==> config.mk <==
export PLATFORM = sky130hd
export DESIGN_NAME = variable_width_alu_with_flags
export DESIGN_NICKNAME = d
export VERILOG_FILES = /design/src/hdl/vwalu_pkg.sv /design/src/hdl/variable_width_alu_with_flags.sv /design/src/hdl/vwalu_exec.sv
export SDC_FILE = /design/constraint.sdc
export NUM_CORES = 2
export LEC_CHECK = 0
export ABC_AREA = 1
export ABC_CLOCK_PERIOD_IN_PS = 9150
export BUFFER_PORTS_ARGS = -buffer_cell sky130_fd_sc_hd__buf_2
export CELL_PAD_IN_SITES_DETAIL_PLACEMENT = 0
export CELL_PAD_IN_SITES_GLOBAL_PLACEMENT = 1
export CORE_ASPECT_RATIO = 0.6
export CORE_MARGIN = 1.5
export CORE_UTILIZATION = 33
export CTS_CLUSTER_SIZE = 8
export DETAILED_ROUTE_END_ITERATION = 8
export MAX_ROUTING_LAYER = met4
export PLACE_DENSITY = 0.62
export SLEW_MARGIN = 30
export SYNTH_ARGS = -nofsm -noshare
export SYNTH_HDL_FRONTEND = slang
export SYNTH_HIERARCHICAL = 1
export SYNTH_SLANG_ARGS = --single-unit
==> constraint.sdc <==
create_clock -name clk -period 9.15 [get_ports clk]
set_clock_uncertainty 0.2 [all_clocks]
set_input_delay 0.4575 -clock clk [delete_from_list [all_inputs] [get_ports clk]]
set_output_delay 0.4575 -clock clk [all_outputs]
set_load 0.05 [all_outputs]
==> src/hdl/vwalu_pkg.sv <==
`default_nettype none

package vwalu_pkg;

    // Port widths fixed by the interface
    localparam int DATA_BITS = 32;
    localparam int FUNC_BITS = 5;
    localparam int WS_BITS   = 6;

    // Default for the top-level MAX_WIDTH parameter
    localparam int DEFAULT_MAX_WIDTH = 32;

    // Word size after reset
    localparam logic [WS_BITS-1:0] WS_RESET = 6'd8;

    // Operation codes
    typedef enum logic [FUNC_BITS-1:0] {
        FN_PASS = 5'd0,
        FN_NOT  = 5'd1,
        FN_LNOT = 5'd2,
        FN_NEG  = 5'd3,
        FN_XOR  = 5'd4,
        FN_AND  = 5'd5,
        FN_OR   = 5'd6,
        FN_LAND = 5'd7,
        FN_LOR  = 5'd8,
        FN_ADD  = 5'd9,
        FN_SUB  = 5'd10,
        FN_MUL  = 5'd11,
        FN_SHL  = 5'd12,
        FN_SHR  = 5'd13,
        FN_EQ   = 5'd14,
        FN_LE   = 5'd15,
        FN_LT   = 5'd16,
        FN_GE   = 5'd17,
        FN_GT   = 5'd18
    } func_t;

    // Control that travels with an item out of the execute stage
    typedef struct packed {
        logic valid;        // item present
        logic flags_valid;  // add, sub, and, xor
        logic add_sub;      // carry and overflow are meaningful
        logic a_top;        // operand a, bit word_size-1
        logic bb_top;       // effective addend, bit word_size-1
    } ctrl_t;

    // Low w bits set; w never exceeds 63
    function automatic logic [63:0] width_mask(input logic [WS_BITS-1:0] w);
        width_mask = (64'd1 << w) - 64'd1;
    endfunction

endpackage

`default_nettype wire

==> src/hdl/variable_width_alu_with_flags.sv <==
// Variable-width ALU with condition flags, three register stages.
// done follows start through the stage-1, execute and output registers.
// Throughput: one operation per cycle; busy is always low and the receiver
// cannot stall, so each result is shown for exactly one cycle.
// Reset (rst_n, async low) empties the pipeline and sets word size to 8.
`default_nettype none

module variable_width_alu_with_flags #(
    parameter int MAX_WIDTH = vwalu_pkg::DEFAULT_MAX_WIDTH
) (
    input  wire logic                                clk,
    input  wire logic                                rst_n,
    input  wire logic                                start,
    output logic                                     busy,
    input  wire logic [vwalu_pkg::FUNC_BITS-1:0]     func,
    input  wire logic [vwalu_pkg::DATA_BITS-1:0]     operand_a,
    input  wire logic [vwalu_pkg::DATA_BITS-1:0]     operand_b,
    input  wire logic                                cfg_wr_en,
    input  wire logic [vwalu_pkg::WS_BITS-1:0]       cfg_wr_data,
    output logic                                     done,
    output logic [vwalu_pkg::DATA_BITS-1:0]          result,
    output logic                                     carry_flag,
    output logic                                     zero_flag,
    output logic                                     sign_flag,
    output logic                                     overflow_flag,
    output logic                                     flags_valid
);

    localparam int DW = MAX_WIDTH;
    localparam int WB = vwalu_pkg::WS_BITS;

    logic [WB-1:0]                      word_size_reg;
    logic [WB-1:0]                      word_size_next;
    logic                               accept;

    logic                               s1_valid_reg;
    vwalu_pkg::func_t                   s1_func_reg;
    logic [DW-1:0]                      s1_a_reg;
    logic [DW-1:0]                      s1_b_reg;
    logic [WB-1:0]                      s1_ws_reg;
    logic [DW-1:0]                      mask1;

    vwalu_pkg::ctrl_t                   s2_ctrl;
    logic [DW:0]                        s2_res;
    logic [WB-1:0]                      s2_ws;

    logic [DW-1:0]                      mask3;
    logic [DW-1:0]                      r3;
    logic [DW:0]                        carry_sh;
    logic [DW-1:0]                      r3_sh;
    logic                               sf_raw;
    logic                               of_raw;

    logic                               done_reg;
    logic [vwalu_pkg::DATA_BITS-1:0]    result_reg;
    logic                               carry_reg;
    logic                               zero_reg;
    logic                               sign_reg;
    logic                               overflow_reg;
    logic                               fv_reg;

    assign busy   = 1'b0;
    assign accept = start && !busy;

    // Word size register; out-of-range writes are dropped
    always_comb
    begin
        word_size_next = word_size_reg;
        if (cfg_wr_en && (cfg_wr_data != '0)
            && ({1'b0, cfg_wr_data} <= (WB+1)'(MAX_WIDTH)))
        begin
            word_size_next = cfg_wr_data;
        end
    end

    always_ff @(posedge clk or negedge rst_n)
    begin
        if (!rst_n)
        begin
            word_size_reg <= vwalu_pkg::WS_RESET;
        end
        else
        begin
            word_size_reg <= word_size_next;
        end
    end

    // Stage 1: mask operands to the word size
    assign mask1 = DW'(vwalu_pkg::width_mask(word_size_reg));

    always_ff @(posedge clk or negedge rst_n)
    begin
        if (!rst_n)
        begin
            s1_valid_reg <= 1'b0;
        end
        else
        begin
            s1_valid_reg <= accept;
        end
    end

    always_ff @(posedge clk)
    begin
        if (accept)
        begin
            s1_func_reg <= vwalu_pkg::func_t'(func);
            s1_a_reg    <= DW'(operand_a) & mask1;
            s1_b_reg    <= DW'(operand_b) & mask1;
            s1_ws_reg   <= word_size_reg;
        end
    end

    // Stage 2: execute
    vwalu_exec #(
        .DW (DW)
    ) u_exec (
        .clk      (clk),
        .rst_n    (rst_n),
        .in_valid (s1_valid_reg),
        .in_func  (s1_func_reg),
        .in_a     (s1_a_reg),
        .in_b     (s1_b_reg),
        .in_ws    (s1_ws_reg),
        .out_ctrl (s2_ctrl),
        .out_res  (s2_res),
        .out_ws   (s2_ws)
    );

    // Stage 3: mask result, derive flags
    assign mask3    = DW'(vwalu_pkg::width_mask(s2_ws));
    assign r3       = s2_res[DW-1:0] & mask3;
    assign carry_sh = s2_res >> s2_ws;
    assign r3_sh    = r3 >> (s2_ws - WB'(1));
    assign sf_raw   = r3_sh[0];
    assign of_raw   = (s2_ctrl.a_top ^ sf_raw) & (s2_ctrl.bb_top ^ sf_raw);

    always_ff @(posedge clk or negedge rst_n)
    begin
        if (!rst_n)
        begin
            done_reg <= 1'b0;
        end
        else
        begin
            done_reg <= s2_ctrl.valid;
        end
    end

    always_ff @(posedge clk)
    begin
        result_reg   <= vwalu_pkg::DATA_BITS'(r3);
        carry_reg    <= s2_ctrl.add_sub && carry_sh[0];
        overflow_reg <= s2_ctrl.add_sub && of_raw;
        zero_reg     <= s2_ctrl.flags_valid && (r3 == '0);
        sign_reg     <= s2_ctrl.flags_valid && sf_raw;
        fv_reg       <= s2_ctrl.flags_valid;
    end

    assign done          = done_reg;
    assign result        = result_reg;
    assign carry_flag    = carry_reg;
    assign zero_flag     = zero_reg;
    assign sign_flag     = sign_reg;
    assign overflow_flag = overflow_reg;
    assign flags_valid   = fv_reg;

    // Checks
    a_ws_range: assert property (@(posedge clk) disable iff (!rst_n)
        (word_size_reg != '0) && ({1'b0, word_size_reg} <= (WB+1)'(MAX_WIDTH)))
        else $error("word size out of range");

    a_latency: assert property (@(posedge clk) disable iff (!rst_n)
        done |-> $past(start, 3))
        else $error("result without a start three cycles earlier");

    a_flags_gated: assert property (@(posedge clk) disable iff (!rst_n)
        done && (carry_flag || overflow_flag || zero_flag || sign_flag) |-> flags_valid)
        else $error("flag set on an operation without flags");

    a_zero_result: assert property (@(posedge clk) disable iff (!rst_n)
        done && zero_flag |-> (result == '0))
        else $error("zero flag with nonzero result");

endmodule

`default_nettype wire

==> src/hdl/vwalu_exec.sv <==
`default_nettype none

// Execute stage: adder, logic and shift unit, compares and the low half
// of the multiplier, all registered at the stage boundary.
module vwalu_exec #(
    parameter int DW = vwalu_pkg::DEFAULT_MAX_WIDTH
) (
    input  wire logic                              clk,
    input  wire logic                              rst_n,
    input  wire logic                              in_valid,
    input  wire vwalu_pkg::func_t                  in_func,
    input  wire logic [DW-1:0]                     in_a,
    input  wire logic [DW-1:0]                     in_b,
    input  wire logic [vwalu_pkg::WS_BITS-1:0]     in_ws,
    output vwalu_pkg::ctrl_t                       out_ctrl,
    output logic [DW:0]                            out_res,
    output logic [vwalu_pkg::WS_BITS-1:0]          out_ws
);

    localparam int MB = vwalu_pkg::DATA_BITS;

    logic [DW-1:0]                     mask;
    logic [DW-1:0]                     bb;
    logic [DW:0]                       sum;
    logic [MB-1:0]                     mul_a;
    logic [MB-1:0]                     mul_b;
    logic [MB-1:0]                     prod;
    logic [DW-1:0]                     a_sh;
    logic [DW-1:0]                     bb_sh;
    logic [DW-1:0]                     res_d;
    logic                              is_addsub;
    logic                              is_flag;
    vwalu_pkg::ctrl_t                  ctrl_next;
    logic [DW:0]                       res_next;

    vwalu_pkg::ctrl_t                  ctrl_reg;
    logic [DW:0]                       res_reg;
    logic [vwalu_pkg::WS_BITS-1:0]     ws_reg;

    // Subtract adds the masked two's-complement negation of b
    assign mask = DW'(vwalu_pkg::width_mask(in_ws));
    assign bb   = (in_func == vwalu_pkg::FN_SUB) ? ((~in_b + DW'(1)) & mask) : in_b;
    assign sum  = {1'b0, in_a} + {1'b0, bb};

    // Only the low word of the product ever reaches the result port
    assign mul_a = MB'(in_a);
    assign mul_b = MB'(in_b);
    assign prod  = mul_a * mul_b;

    // Top bits of both addends, for the overflow term
    assign a_sh  = in_a >> (in_ws - vwalu_pkg::WS_BITS'(1));
    assign bb_sh = bb >> (in_ws - vwalu_pkg::WS_BITS'(1));

    assign is_addsub = (in_func == vwalu_pkg::FN_ADD) || (in_func == vwalu_pkg::FN_SUB);
    assign is_flag   = is_addsub || (in_func == vwalu_pkg::FN_AND)
                    || (in_func == vwalu_pkg::FN_XOR);

    // Operation select; masking happens in the next stage
    always_comb
    begin
        case (in_func)
            vwalu_pkg::FN_PASS: res_d = in_a;
            vwalu_pkg::FN_NOT:  res_d = ~in_a;
            vwalu_pkg::FN_LNOT: res_d = DW'(in_a == '0);
            vwalu_pkg::FN_NEG:  res_d = '0 - in_a;
            vwalu_pkg::FN_XOR:  res_d = in_a ^ in_b;
            vwalu_pkg::FN_AND:  res_d = in_a & in_b;
            vwalu_pkg::FN_OR:   res_d = in_a | in_b;
            vwalu_pkg::FN_LAND: res_d = DW'((in_a != '0) && (in_b != '0));
            vwalu_pkg::FN_LOR:  res_d = DW'((in_a != '0) || (in_b != '0));
            vwalu_pkg::FN_ADD:  res_d = sum[DW-1:0];
            vwalu_pkg::FN_SUB:  res_d = sum[DW-1:0];
            vwalu_pkg::FN_MUL:  res_d = DW'(prod);
            vwalu_pkg::FN_SHL:  res_d = in_a << in_b;
            vwalu_pkg::FN_SHR:  res_d = in_a >> in_b;
            vwalu_pkg::FN_EQ:   res_d = DW'(in_a == in_b);
            vwalu_pkg::FN_LE:   res_d = DW'(in_a <= in_b);
            vwalu_pkg::FN_LT:   res_d = DW'(in_a < in_b);
            vwalu_pkg::FN_GE:   res_d = DW'(in_a >= in_b);
            vwalu_pkg::FN_GT:   res_d = DW'(in_a > in_b);
            default:            res_d = '0;
        endcase
    end

    // Add/sub keeps the carry bit above the data word
    always_comb
    begin
        res_next              = is_addsub ? sum : {1'b0, res_d};
        ctrl_next.valid       = in_valid;
        ctrl_next.flags_valid = is_flag;
        ctrl_next.add_sub     = is_addsub;
        ctrl_next.a_top       = a_sh[0];
        ctrl_next.bb_top      = bb_sh[0];
    end

    // Stage control
    always_ff @(posedge clk or negedge rst_n)
    begin
        if (!rst_n)
        begin
            ctrl_reg <= '0;
        end
        else
        begin
            ctrl_reg <= ctrl_next;
        end
    end

    // Stage payload
    always_ff @(posedge clk)
    begin
        res_reg <= res_next;
        ws_reg  <= in_ws;
    end

    assign out_ctrl = ctrl_reg;
    assign out_res  = res_reg;
    assign out_ws   = ws_reg;

endmodule

`default_nettype wire
Word-level counts from Yosys, hierarchy flattened
Cells that the tools add are included.
{ "totals": {"reg_bits": 164, "out_inout_bits": 39, "elab_cells": 96} }
{ "classes": {"addsub": 8, "multipliers": 1, "magnitude_cmp": 5, "eq_ne": 19, "shifts": 9, "muxes": 3, "bitwise_logic": 12, "reduce_logical": 18} }
{ "ops": {"columns": ["cell", "count"], "rows": [
  ["$pmux 32 s18", 1],
  ["$and 32x32->32", 5],
  ["$shl 1x6->32 const A", 3],
  ["$shr 32x6->1", 3],
  ["$sub 32x1->32 const B", 3],
  ["$logic_not 32->1", 2],
  ["$mux 32", 2],
  ["$not 32->32", 2],
  ["$reduce_bool 32->1", 2],
  ["$eq 5x4->1 const B", 8],
  ["$add 32x32->33", 1],
  ["$shr 33x6->1", 1],
  ["$add 32x1->32 const B", 1],
  ["$eq 32x32->1", 1],
  ["$ge 32x32->1", 1],
  ["$gt 32x32->1", 1],
  ["$le 32x32->1", 1],
  ["$lt 32x32->1", 1],
  ["$mul 32x32->32", 1],
  ["$or 32x32->32", 1],
  ["$shl 32x32->32", 1],
  ["$shr 32x32->32", 1],
  ["$sub 1x32->32 const A", 1],
  ["$xor 32x32->32", 1],
  ["13 further kinds", 30]
]} }

Logic depth before layout (Yosys ltp)
{ "logic_depth": {"word_depth": 7, "ltp_mapped": 33} }

By module
Netlist, hierarchy kept.
{ "by_module_without_submodules": {"columns": ["mod", "n_inst", "cells_per_inst", "area_per_inst_um2", "seq_area_each_um2"], "rows": [
  ["vwalu_exec", 1, 4668, 29758.5, 905.9],
  ["variable_width_alu_with_flags", 1, 935, 6999.2, 3194.3]
]} }

Least setup slack after synthesis
No wires, ideal clock.
{ "synth_path": {"path_kind": "reg-to-reg", "start": "reg s1_b_reg[2]", "end": "reg u_exec.res_reg[26], in the netlist u_exec/out_res[26]", "arrival_time_ns": 7.167, "required_time_ns": 8.827, "slack_ns": 1.660, "path_stages_with_launch": 33, "path_buffers": 4, "synth_period_minus_slack_ns": 7.490, "cell_sequence": "edfxtp_1 -> clkbuf_1 -> clkbuf_1 -> clkbuf_1 -> buf_1 -> nand2_1 -> inv_1 -> fa_1 -> inv_1 -> fa_1 -> fa_1 -> fa_1 -> inv_1 -> fa_1 -> inv_1 -> fa_1 -> inv_1 -> fa_1 -> fa_1 -> ha_1 -> nand2_1 -> o21ai_0 -> a21oi_1 -> inv_1 -> a21oi_1 -> o21ai_0 -> nand2_1 -> nand2_1 -> nand2_1 -> nand2_1 -> or2_2 -> a21oi_1 -> nand3_1"} }
{ "synth_via": {"elab_chain_cells": 7, "elab_cells_between_ends": 10} }
{ "synth_rtl": {"columns": ["item", "line", "rtl"], "rows": [
  ["from (decl)", "variable_width_alu_with_flags.sv:39", "logic [DW-1:0] s1_b_reg;"],
  ["from (signal assigned)", "variable_width_alu_with_flags.sv:109", "s1_b_reg <= DW'(operand_b) & mask1;"],
  ["$not 32->32", "vwalu_exec.sv:42", "assign bb = (in_func == vwalu_pkg::FN_SUB) ? ((~in_b + DW'(1)) & mask) : in_b;"],
  ["$add 32x1->32", "vwalu_exec.sv:42", null],
  ["$and 32x32->32", "vwalu_exec.sv:42", null],
  ["$mux 32", "vwalu_exec.sv:42", null],
  ["$add 32x32->33", "vwalu_exec.sv:43", "assign sum = {1'b0, in_a} + {1'b0, bb};"],
  ["$pmux 32 s18", "vwalu_exec.sv:61", "case (in_func)"],
  ["$mux 32 *", "vwalu_exec.sv:88", "res_next = is_addsub ? sum : {1'b0, res_d};"],
  ["net u_exec.res_next[26]", "vwalu_exec.sv:34", "logic [DW:0] res_next;"],
  ["to (signal assigned)", "vwalu_exec.sv:112", "res_reg <= res_next;"],
  ["to (decl)", "vwalu_exec.sv:37", "logic [DW:0] res_reg;"]
]} }
The timed path passes the listed nets; every way through them passes the cells marked *.
A chain may end at the register's enable or synchronous reset.

Final worst setup path
{ "layout_path": {"start": "reg s1_b_reg[5]", "end": "reg u_exec.res_reg[21], in the netlist u_exec/out_res[21]"} }
Same word-level chain as after synthesis.

==> impl_metrics.csv <==
group,metric,value,unit
status,status,"finished, final reports clean",
die,chipHeight,262,um
cells_and_area,final_cell_mix,"1481 x nand2_1, 1092 x inv_1, 476 x nand3_1",
clock_network,clkLatencyLatePin,0.54,ns
logic_synthesis,synth_edf_count,75,
routing,vias_per_cell,5.33,
setup_path,end_kind,"register",
logic_synthesis,avgSynthCellArea,6.56,um^2
cells_and_area,multi_input_area,27300,um^2
hold_path,hold_start,"operand_b[27]",
run,cap_violations,0,
setup_path,path_max_fanout,18,
global_routing,grt_pass1_wl,260000,um
cells_and_area,final_layout_size_suffix_gt1_share,6.88,%
die,rows,94,
setup_path,r2r-start,"s1_b_reg[5]",
cells_and_area,area_growth_syn_to_layout,8.14,%
setup_path,start_kind,"register",
setup_path,crit_buf_inv,6,
clock_network,htree_levels,4,
die,initial_core_util,33.4,%
cells_and_area,seq_area,4100,um^2
sta,tns,0,ns
logic_synthesis,synthArstFlopShare,7.93,%
place,io_buffers,116,
setup_path,cp_top_family,"adder cells",
setup_path,critPathMaxStageDelay,0.88,ns
logic_synthesis,synth.yosys.warnings,6,
routing,drt-initial-drc-count,5526,
routing,avgRoutedWirePerCell,25.5,um
setup_path,cpMaxStageDelayCell,"edfxtp_1",
global_routing,grt_overflow,0,
clock_network,cts_root_buf,"clkbuf_16",
sta,fmax,122,MHz
setup_path,arrival,8.40,ns
sta,setup_viol,0,
global_routing,grt_antenna_before_repair,6,
clock_network,cts.sinks,164,
logic_synthesis,ys_ff_latch,164,
sta,rsz0062_at_grt,"no",
die,core,110000,um^2
logic_synthesis,ys_types,68,
sta,timing.slew.headroom,26.5,%
setup_path,reg2reg_setup_slack,0.93,ns
global_routing,grt_usage,33.0,%
cells_and_area,layout_commonest_cell,"nand2_1",
clock_network,clk_path_buf_depth,2,
global_routing,grt_pass1_vias,35000,
place,detailed_place_hpwl,150000,um
sta,tightest_slew,1.10,ns
global_routing,grt_max_degree,65,
routing,route.detailed.drc,0,
logic_synthesis,syn_area,36800,um^2
sta,period_share,89.8,%
routing,vias,37900,
logic_synthesis,synth_nets,6357,
routing,dr.pass1.iters,8,
setup_path,reg2reg_to,"u_exec/out_res[21]",
hold_path,hold_class,"in -> reg",
die,fp.dieW,434,um
clock_network,post_cts_buffers,0,
cells_and_area,fill_cells,12200,
logic_synthesis,ys_seq_area_share,11.2,%
hold_path,hold_depth,3,
setup_path,crit_top_cell,"fa_1",
clock_network,numCtsBuffers,17,
setup_path,crit_type,"reg -> reg",
setup_path,crit_chain,"buf_4 -> nand2_1 -> inv_1 -> fa_1 -> fa_1 -> fa_1 -> inv_1 -> fa_1 -> inv_1 -> fa_1 -> inv_1 -> fa_1 -> inv_1 -> fa_1 -> fa_1 -> ha_1 -> nand2_1 -> nor2_1 -> nand2_1 -> o311ai_0 -> xnor2_1 -> nor2_1 -> nor3_1 -> nand3_1",
cells_and_area,fin_nets,6370,
die,io_pins,118,
setup_path,reg2reg_depth,24,
sta,period_minus_slack,8.22,ns
sta,final_max_slew_viol_count,0,
cells_and_area,largest_reg_flops,33,
logic_synthesis,synth-main-ff-cell,"dfxtp_1",
logic_synthesis,synth.top_cell.area_share,22.3,%
place,gp_congestion,1.07,
clock_network,path_clk_slew,0.09,ns
die,die_area,113000,um^2
clock_network,cts_tree,"built",
sta,hold_viol,0,
routing,drt.antenna.violating_nets,0,
logic_synthesis,synthTopCellsByArea,"fa_1 22%, nand2_1 15%, inv_1 11%",
logic_synthesis,syn_inst,5603,
setup_path,crit_required,9.33,ns
hold_path,min_to,"s1_b_reg[27]",
routing,routed_wl,182000,um
logic_synthesis,synth_area_leader_cell,"fa_1",
## worst register-to-register path: cells and delay by family, from the launching register on
| kind | cells | cell delay (ns) |
|---|---|---|
| and+or+nand+nor | 7 | 1.03 |
| buffers and inverters | 6 | 0.72 |
| DFF | 1 | 0.88 |
| adders and majority gates | 9 | 4.19 |
| AOI/OAI and AO/OA | 1 | 0.86 |
| xor gates and xnor gates | 1 | 0.21 |
## stage by stage
stage | area (um^2) | util, % | hold slack [ns] | std cells | setup WS [ns]
global route | 39700 | 36.1 | 0.0201 | 7117 | 0.570
finish | 39700 | 36.1 | 0.0310 | 7121 | 0.932
detailed placement | 39000 | 35.5 | 0.136 | 7072 | 1.05
global placement | 39000 | 35.5 | 0.134 | 7071 | 0.872
floorplan | 36800 | - | -0.0381 | 5603 | 1.66
CTS | 39700 | 36.1 | 0.00283 | 7115 | 1.01
## per-layer routing
| metal | wire length [um] | vias to the layer above | global-route usage [%] | share of wire, % |
|---|---|---|---|---|
| li1 | - | 17500 | - | - |
| met1 | 94200 | 18400 | 53.5 | 52 |
| met2 | 63800 | 1957 | 39.4 | 35 |
| met3 | 21600 | 117 | 8.71 | 12 |
| met4 | 2170 | 0 | 4.28 | 1.2 |
| met5 | 0 | - | - | 0 |
## synthesized netlist by cell type, drive strengths merged (10+ instances only)
master and instances:
nand2 1493, inv 1120, nand3 481, nor2 469, fa 409, o21ai 294
ha 266, a21oi 215, clkbuf 138, buf 113, dfxtp 76, edfxtp 75
nand4 75, xor2 49, o211ai 35, nor3 34, xnor2 34, o22ai 24
or2 19, nand3b 16, a21o 15, a221oi 15, nor4 15, a31oi 14
a211oi 13, clkinv 12, dfrtp 12, o21bai 10
## how the worst max path moves through the flow
stage,start,to,cells past startpoint
CTS,s1_b_reg[5],u_exec/out_res[21],24
finish,s1_b_reg[5],u_exec/out_res[21],24
detailed placement,s1_b_reg[5],u_exec/out_res[21],24
global route,s1_b_reg[5],u_exec/out_res[21],24
floorplan,s1_b_reg[2],u_exec/out_res[26],32
global placement,s1_b_reg[5],u_exec/out_res[21],24
## cell type report
class / count / share of cell area (%)
Multi-Input combinational cell: 4056 / 68.7
Inverter: 1132 / 10.7
Sequential cell: 164 / 10.3
Tap cell: 1488 / 4.68
Timing Repair Buffer: 245 / 4.09
Clock buffer: 17 / 1.07
Clock inverter: 15 / 0.409
Antenna cell: 4 / 0.0252
## cell families after synthesis
kind of cell | Yosys count | share of synthesized area (%)
compound gates | 685 | 10.7
xor+xnor | 83 | 1.98
fa+ha+maj | 675 | 31.3
buf+inv | 1383 | 14.6
flops | 164 | 11.2
mux | 3 | 0.0817
other cells | 1 | 0.0102
simple gates | 2609 | 30.1
## what timing repair did
action / in CTS / in global routing
resized for setup: 0 / 0
hold buffers: 11 / 0
hold endpoints to repair: 23 / 0
Power is left out: the tool's default activity adds up to more than one toggle a clock period on the data nets, which glitch-free logic cannot reach.
